File: src/design/rpvs_pkg.sv
// Shared types, constants and the arctangent table for the ramped phasor source.
// No dependencies; every other design file but rpvs_div refers to it by scoped names.
`default_nettype none

package rpvs_pkg;

    // angle datapath width (Q3.29 with headroom for sums)
    localparam int ANGLE_W = 36;
    // CORDIC data widths for the fade pass and the phasor passes
    localparam int COS_W   = 34;
    localparam int VEC_W   = 54;
    // width of the angle offset before modulo reduction, and floor(2^60 / TWO_PI_U)
    // used to estimate the quotient from the top 32 offset bits
    localparam int OFF_W           = 60;
    localparam logic [28:0] MOD_RECIP = 29'd341782637;

    localparam logic signed [ANGLE_W-1:0] HALF_PI = 36'sd843314857;
    localparam logic signed [ANGLE_W-1:0] PI      = 36'sd1686629713;
    localparam logic signed [ANGLE_W-1:0] TWO_PI  = 36'sd3373259426;
    localparam logic [31:0] PI_U     = 32'd1686629713;
    localparam logic [31:0] TWO_PI_U = 32'd3373259426;
    localparam logic [31:0] INV_K    = 32'd2608131496;

    typedef enum logic [1:0] {
        REGION_BEFORE = 2'd0,
        REGION_RAMP   = 2'd1,
        REGION_AFTER  = 2'd2
    } region_t;

    // configuration register indexes
    localparam logic [2:0] REG_REF_REAL    = 3'd0;
    localparam logic [2:0] REG_REF_IMAG    = 3'd1;
    localparam logic [2:0] REG_STEP_REAL   = 3'd2;
    localparam logic [2:0] REG_STEP_IMAG   = 3'd3;
    localparam logic [2:0] REG_EXTRA_RATE  = 3'd4;
    localparam logic [2:0] REG_SWITCH_TIME = 3'd5;
    localparam logic [2:0] REG_RAMP_LENGTH = 3'd6;

    // atan(2^-i) in Q3.29
    function automatic logic signed [ANGLE_W-1:0] atan_q29(input logic [4:0] idx);
        case (idx)
            5'd0:    return 36'sd421657428;
            5'd1:    return 36'sd248918915;
            5'd2:    return 36'sd131521918;
            5'd3:    return 36'sd66762579;
            5'd4:    return 36'sd33510843;
            5'd5:    return 36'sd16771758;
            5'd6:    return 36'sd8387925;
            5'd7:    return 36'sd4194219;
            5'd8:    return 36'sd2097141;
            5'd9:    return 36'sd1048575;
            5'd10:   return 36'sd524288;
            5'd11:   return 36'sd262144;
            5'd12:   return 36'sd131072;
            5'd13:   return 36'sd65536;
            5'd14:   return 36'sd32768;
            5'd15:   return 36'sd16384;
            5'd16:   return 36'sd8192;
            5'd17:   return 36'sd4096;
            5'd18:   return 36'sd2048;
            5'd19:   return 36'sd1024;
            5'd20:   return 36'sd512;
            5'd21:   return 36'sd256;
            5'd22:   return 36'sd128;
            5'd23:   return 36'sd64;
            5'd24:   return 36'sd32;
            5'd25:   return 36'sd16;
            5'd26:   return 36'sd8;
            5'd27:   return 36'sd4;
            5'd28:   return 36'sd2;
            5'd29:   return 36'sd1;
            default: return '0;
        endcase
    endfunction

endpackage

`default_nettype wire

File: src/design/rpvs_mod.sv
// Pipelined reduction of the angle offset modulo 2*pi by reciprocal multiplication, four stages.
// Uses the width, reciprocal and modulus constants of rpvs_pkg.
`default_nettype none

module rpvs_mod #(
    parameter int SW = 1
) (
    input  wire logic                        clk,
    input  wire logic                        rst_n,
    input  wire logic                        en,
    input  wire logic                        in_vld,
    input  wire logic [rpvs_pkg::OFF_W-1:0]  in_val,
    input  wire logic [SW-1:0]               in_side,
    output logic                             out_vld,
    output logic [31:0]                      residue,
    output logic [SW-1:0]                    out_side
);

    localparam int NW = rpvs_pkg::OFF_W;
    localparam int RW = 35;
    localparam logic [RW-1:0] MOD1 = RW'(rpvs_pkg::TWO_PI_U);
    localparam logic [RW-1:0] MOD2 = MOD1 << 1;

    logic          a_vld_reg, b_vld_reg, c_vld_reg, d_vld_reg;
    logic [SW-1:0] a_side_reg, b_side_reg, c_side_reg, d_side_reg;
    logic [RW-1:0] a_low_reg, b_low_reg;
    logic [28:0]   a_q_reg;
    logic [RW-1:0] b_qm_reg;
    logic [RW-1:0] c_rem_reg;
    logic [31:0]   d_res_reg;

    logic [60:0]   est_prod;
    logic [60:0]   qm_prod;
    logic [RW-1:0] r_sub1, r_sub2;

    // estimate the quotient from the top bits; it is low by at most two
    assign est_prod = 61'(in_val[NW-1:28]) * 61'(rpvs_pkg::MOD_RECIP);
    assign qm_prod  = 61'(a_q_reg) * 61'(rpvs_pkg::TWO_PI_U);
    assign r_sub1   = c_rem_reg - MOD1;
    assign r_sub2   = c_rem_reg - MOD2;

    always_ff @(posedge clk or negedge rst_n)
    begin
        if (!rst_n)
        begin
            a_vld_reg <= 1'b0;
            b_vld_reg <= 1'b0;
            c_vld_reg <= 1'b0;
            d_vld_reg <= 1'b0;
        end
        else if (en)
        begin
            a_vld_reg <= in_vld;
            b_vld_reg <= a_vld_reg;
            c_vld_reg <= b_vld_reg;
            d_vld_reg <= c_vld_reg;
        end
    end

    // estimate, multiply back, subtract, then drop the modulus where it still fits
    always_ff @(posedge clk)
    begin
        if (en)
        begin
            a_q_reg    <= est_prod[60:32];
            a_low_reg  <= in_val[RW-1:0];
            a_side_reg <= in_side;

            b_qm_reg   <= qm_prod[RW-1:0];
            b_low_reg  <= a_low_reg;
            b_side_reg <= a_side_reg;

            c_rem_reg  <= b_low_reg - b_qm_reg;
            c_side_reg <= b_side_reg;

            if (c_rem_reg >= MOD2)
            begin
                d_res_reg <= r_sub2[31:0];
            end
            else if (c_rem_reg >= MOD1)
            begin
                d_res_reg <= r_sub1[31:0];
            end
            else
            begin
                d_res_reg <= c_rem_reg[31:0];
            end
            d_side_reg <= c_side_reg;
        end
    end

    assign out_vld  = d_vld_reg;
    assign residue  = d_res_reg;
    assign out_side = d_side_reg;

endmodule

`default_nettype wire

File: config.mk
export PLATFORM = sky130hd
export DESIGN_NAME = rpvs_mod
export DESIGN_NICKNAME = d
export VERILOG_FILES = /design/src/design/rpvs_pkg.sv /design/src/design/rpvs_mod.sv
export SDC_FILE = /design/constraint.sdc
export NUM_CORES = 2
export LEC_CHECK = 0
export BUFFER_PORTS_ARGS = -buffer_cell sky130_fd_sc_hd__buf_2
export CORE_MARGIN = 2
export CORE_UTILIZATION = 24
export DETAILED_ROUTE_END_ITERATION = 8
export PLACE_DENSITY = 0.46
export SLEW_MARGIN = 20
export SYNTH_ARGS = -nofsm -noshare
export SYNTH_HDL_FRONTEND = slang
export SYNTH_SLANG_ARGS = --single-unit
File: constraint.sdc
create_clock -name clk -period 18.1 [get_ports clk]
set_input_delay 1.81 -clock clk [delete_from_list [all_inputs] [get_ports clk]]
set_output_delay 1.81 -clock clk [all_outputs]
set_load 0.01 [all_outputs]
==> metrics.yaml <==
detailed_routing:
  ant_nets: 0
  drtIter0Drc: 917
  wl_per_cell_um: 16.2
  drc: 0
  vias: 20100
  routed_wirelength_um: 79800
  vias_per_cell: 4.09
  drtPass1Iterations: 6
cts:
  ctsRootBufferMaster: "clkbuf_16"
  cts.sinks: 208
  cts_setup_buffers: 0
  cts-resized-gates: 0
  cts_hold_buf: 0
  cts_made_buffers: 26
  cts_tree: "done"
  cts_htree_levels: 1
  clockBufferDepth: 3
  clock_latency_ns: 0.57
  clk_pin_slew_ns: 0.06
timing:
  relSlewSlack: 0.377
  min_period_ns: 8.97
  hold_viol_final: 0
  fin_setup_tns_ns: 0
  hold_slack_ns: 0.404
  fin_crit_sh: 0.496
  fmax_ghz: 0.111
  layout_setup_ws_ns: 9.13
  finClkSkew_ns: 0.0226
  slew_viol_final: 0
  tightest_slew_ns: 0.935
  rsz0062_at_grt: "no"
  report.final.setup_viol: 0
worst_hold_path:
  min_from: "a_low_reg[5]$_DFFE_PP_"
  hold_class: "flip-flop to flip-flop"
die:
  initial_core_util: 0.243
  design.core.area_sq_um: 136000
  die_w_um: 375
  die_h_um: 375
  ioPinCount: 99
  row_count: 135
  die_area_sq_um: 140000
final_layout:
  nets: 4346
  layout-drive-gt1-share: 0.0554
  area_growth_pct: 10.8
  antennaDiodeCount: 0
  fin_util: 0.269
  fillers: 14500
worst_setup_path:
  crit_arrival_ns: 9.27
  cp-startpoint: "in_val[40]"
  end_kind: "flip-flop"
  cp_common_cell: "fa_1"
  slowest_delay_ns: 0.60
  critPathKind: "input pin to flip-flop"
  crit_path_max_fanout: 9
  slowest_stage: "fa_1"
  crit_buf_inv: 5
  required_ns: 18.40
  cpLargestDelayFamily: "adder cells"
  startpoint_type: "input pin"
  worstReg2RegStart: "a_q_reg[3]$_DFFE_PP_"
grt:
  grt_pass1_vias: 22000
  antenna_found_initial: 1
  grt_usage: 0.118
  overflow: 0
  grt_pass1_wl_um: 128000
  grt_max_degree: 79
placement:
  gp_congestion: 0.851
  portBuffers: 98
  place_ws_ns: 8.47
  dp.final_hpwl_um: 70900
logic_synthesis:
  synth_edf_count: 204
  yosys_warnings: 0
  synthFlopType: "edfxtp_1"
  postSynthCellCount: 3005
  yosysSeqAreaShare: 0.189
  avgSynthCellArea_sq_um: 11.0
  synth_cell_type_count: 72
  synth.top_cell.area_share: 0.334
  synth_area_leaders: "fa_1 33%, ha_1 23%, edfxtp_1 19%"
  synthArstFlopShare: 0.0192
  synth_nets: 4228
  syn_area_sq_um: 32900
  synth_top_cell_by_area: "fa_1"
  ys_seq_elements: 208
flow_run:
  maxCapViolCount: 0
status:
  status: "finished, final reports clean"
==> metal layers <==
metal  share of wire  up-vias  routed length, um  GRT usage
met2            0.45      283              35700      0.188
li1                -     9779                  -          -
met4           0.014        0               1090     0.0170
met5               0        -                  0          0
met3           0.033       61               2620     0.0131
met1            0.51    10000              40300      0.174
==> worst reg2reg max path, cell delays in order (launching register included) <==
cell and delay, ns:
edfxtp_1 0.75, inv_1 0.26, fa_1 0.56, inv_1 0.12, fa_1 0.52, inv_1 0.05
fa_1 0.49, inv_1 0.05, fa_1 0.47, inv_1 0.05, fa_1 0.49, inv_1 0.05
fa_1 0.57, fa_1 0.45, fa_1 0.45, ha_1 0.35, a21o_1 0.19, a211oi_2 0.36
o311a_1 0.26, nor3b_1 0.08, and3_1 0.20, or4_4 0.52, a221oi_4 0.34, o21ai_2 0.12
a21oi_2 0.15, xnor2_1 0.08
==> path summary, 6_finish.rpt <==
path,to,slack (ns),depth (start not counted)
min in group asynchronous,b_vld_reg$_DFFE_PN0P_,1.04,1
worst max register to register,b_qm_reg[34]$_DFFE_PP_,9.86,25
max in group asynchronous,out_vld$_DFFE_PN0P_,16.94,1
worst max-delay path,a_q_reg[28]$_DFFE_PP_,9.13,25
worst min-delay path,b_low_reg[5]$_DFFE_PP_,0.40,0
worst min register to register,b_low_reg[5]$_DFFE_PP_,0.40,0
==> synthesized netlist by cell type (all sizes together), types with 17 or more instances <==
| library cell | number |
|---|---|
| a21o | 47 |
| ha | 609 |
| edfxtp | 204 |
| nand3 | 19 |
| a21oi | 92 |
| fa | 549 |
| o21ai | 68 |
| xor2 | 29 |
| o21a | 21 |
| xnor2 | 106 |
| nand4 | 17 |
| nor3 | 24 |
| nor2 | 74 |
| inv | 889 |
| nand2 | 72 |
==> final cells by class <==
| cell class | instances | area, sq um | share of cell area |
|---|---|---|---|
| inverters | 889 | 3340 | 0.0914 |
| clock buffers | 28 | 658 | 0.0180 |
| well taps | 1781 | 2230 | 0.0611 |
| flip-flops and latches | 208 | 6230 | 0.171 |
| repair buffers | 106 | 561 | 0.0154 |
| multi-input cells | 1892 | 23300 | 0.639 |
| clock inverters | 19 | 180 | 0.00494 |
==> layout by cell type (no fill, tap or decap), drive strengths merged, types with 13 or more instances in the layout <==
cell / count
edfxtp: 204
nor3: 24
nor2b: 13
o21ai: 68
nand3: 19
xor2: 29
nand4: 17
o21a: 21
fa: 549
ha: 609
a31oi: 15
a21oi: 92
buf: 106
nor2: 74
nand2: 72
xnor2: 106
a21o: 47
inv: 892
a211oi: 15
nand2b: 15
clkbuf: 28
==> metrics by stage <==
step                area (sq um)  std cells
CTS                        36500       4923
floorplan                  32900       3005
detailed placement         35700       4876
global placement           35700       4876
global route               36500       4923
finish                     36500       4923
==> cell families (layout without fill, tap and decap cells) <==
family          after synthesis  in the layout  share of synthesized area
simple gates                276            276                     0.0410
compound gates              317            317                     0.0633
buf+inv                     905           1042                      0.104
flops                       208            208                      0.189
mux                           6              6                    0.00197
xor+xnor                    135            135                     0.0359
fa+ha+maj                  1158           1158                      0.565
Power is not shown: default switching activity piles up to over one toggle a cycle in this logic, so the estimate is an artifact.
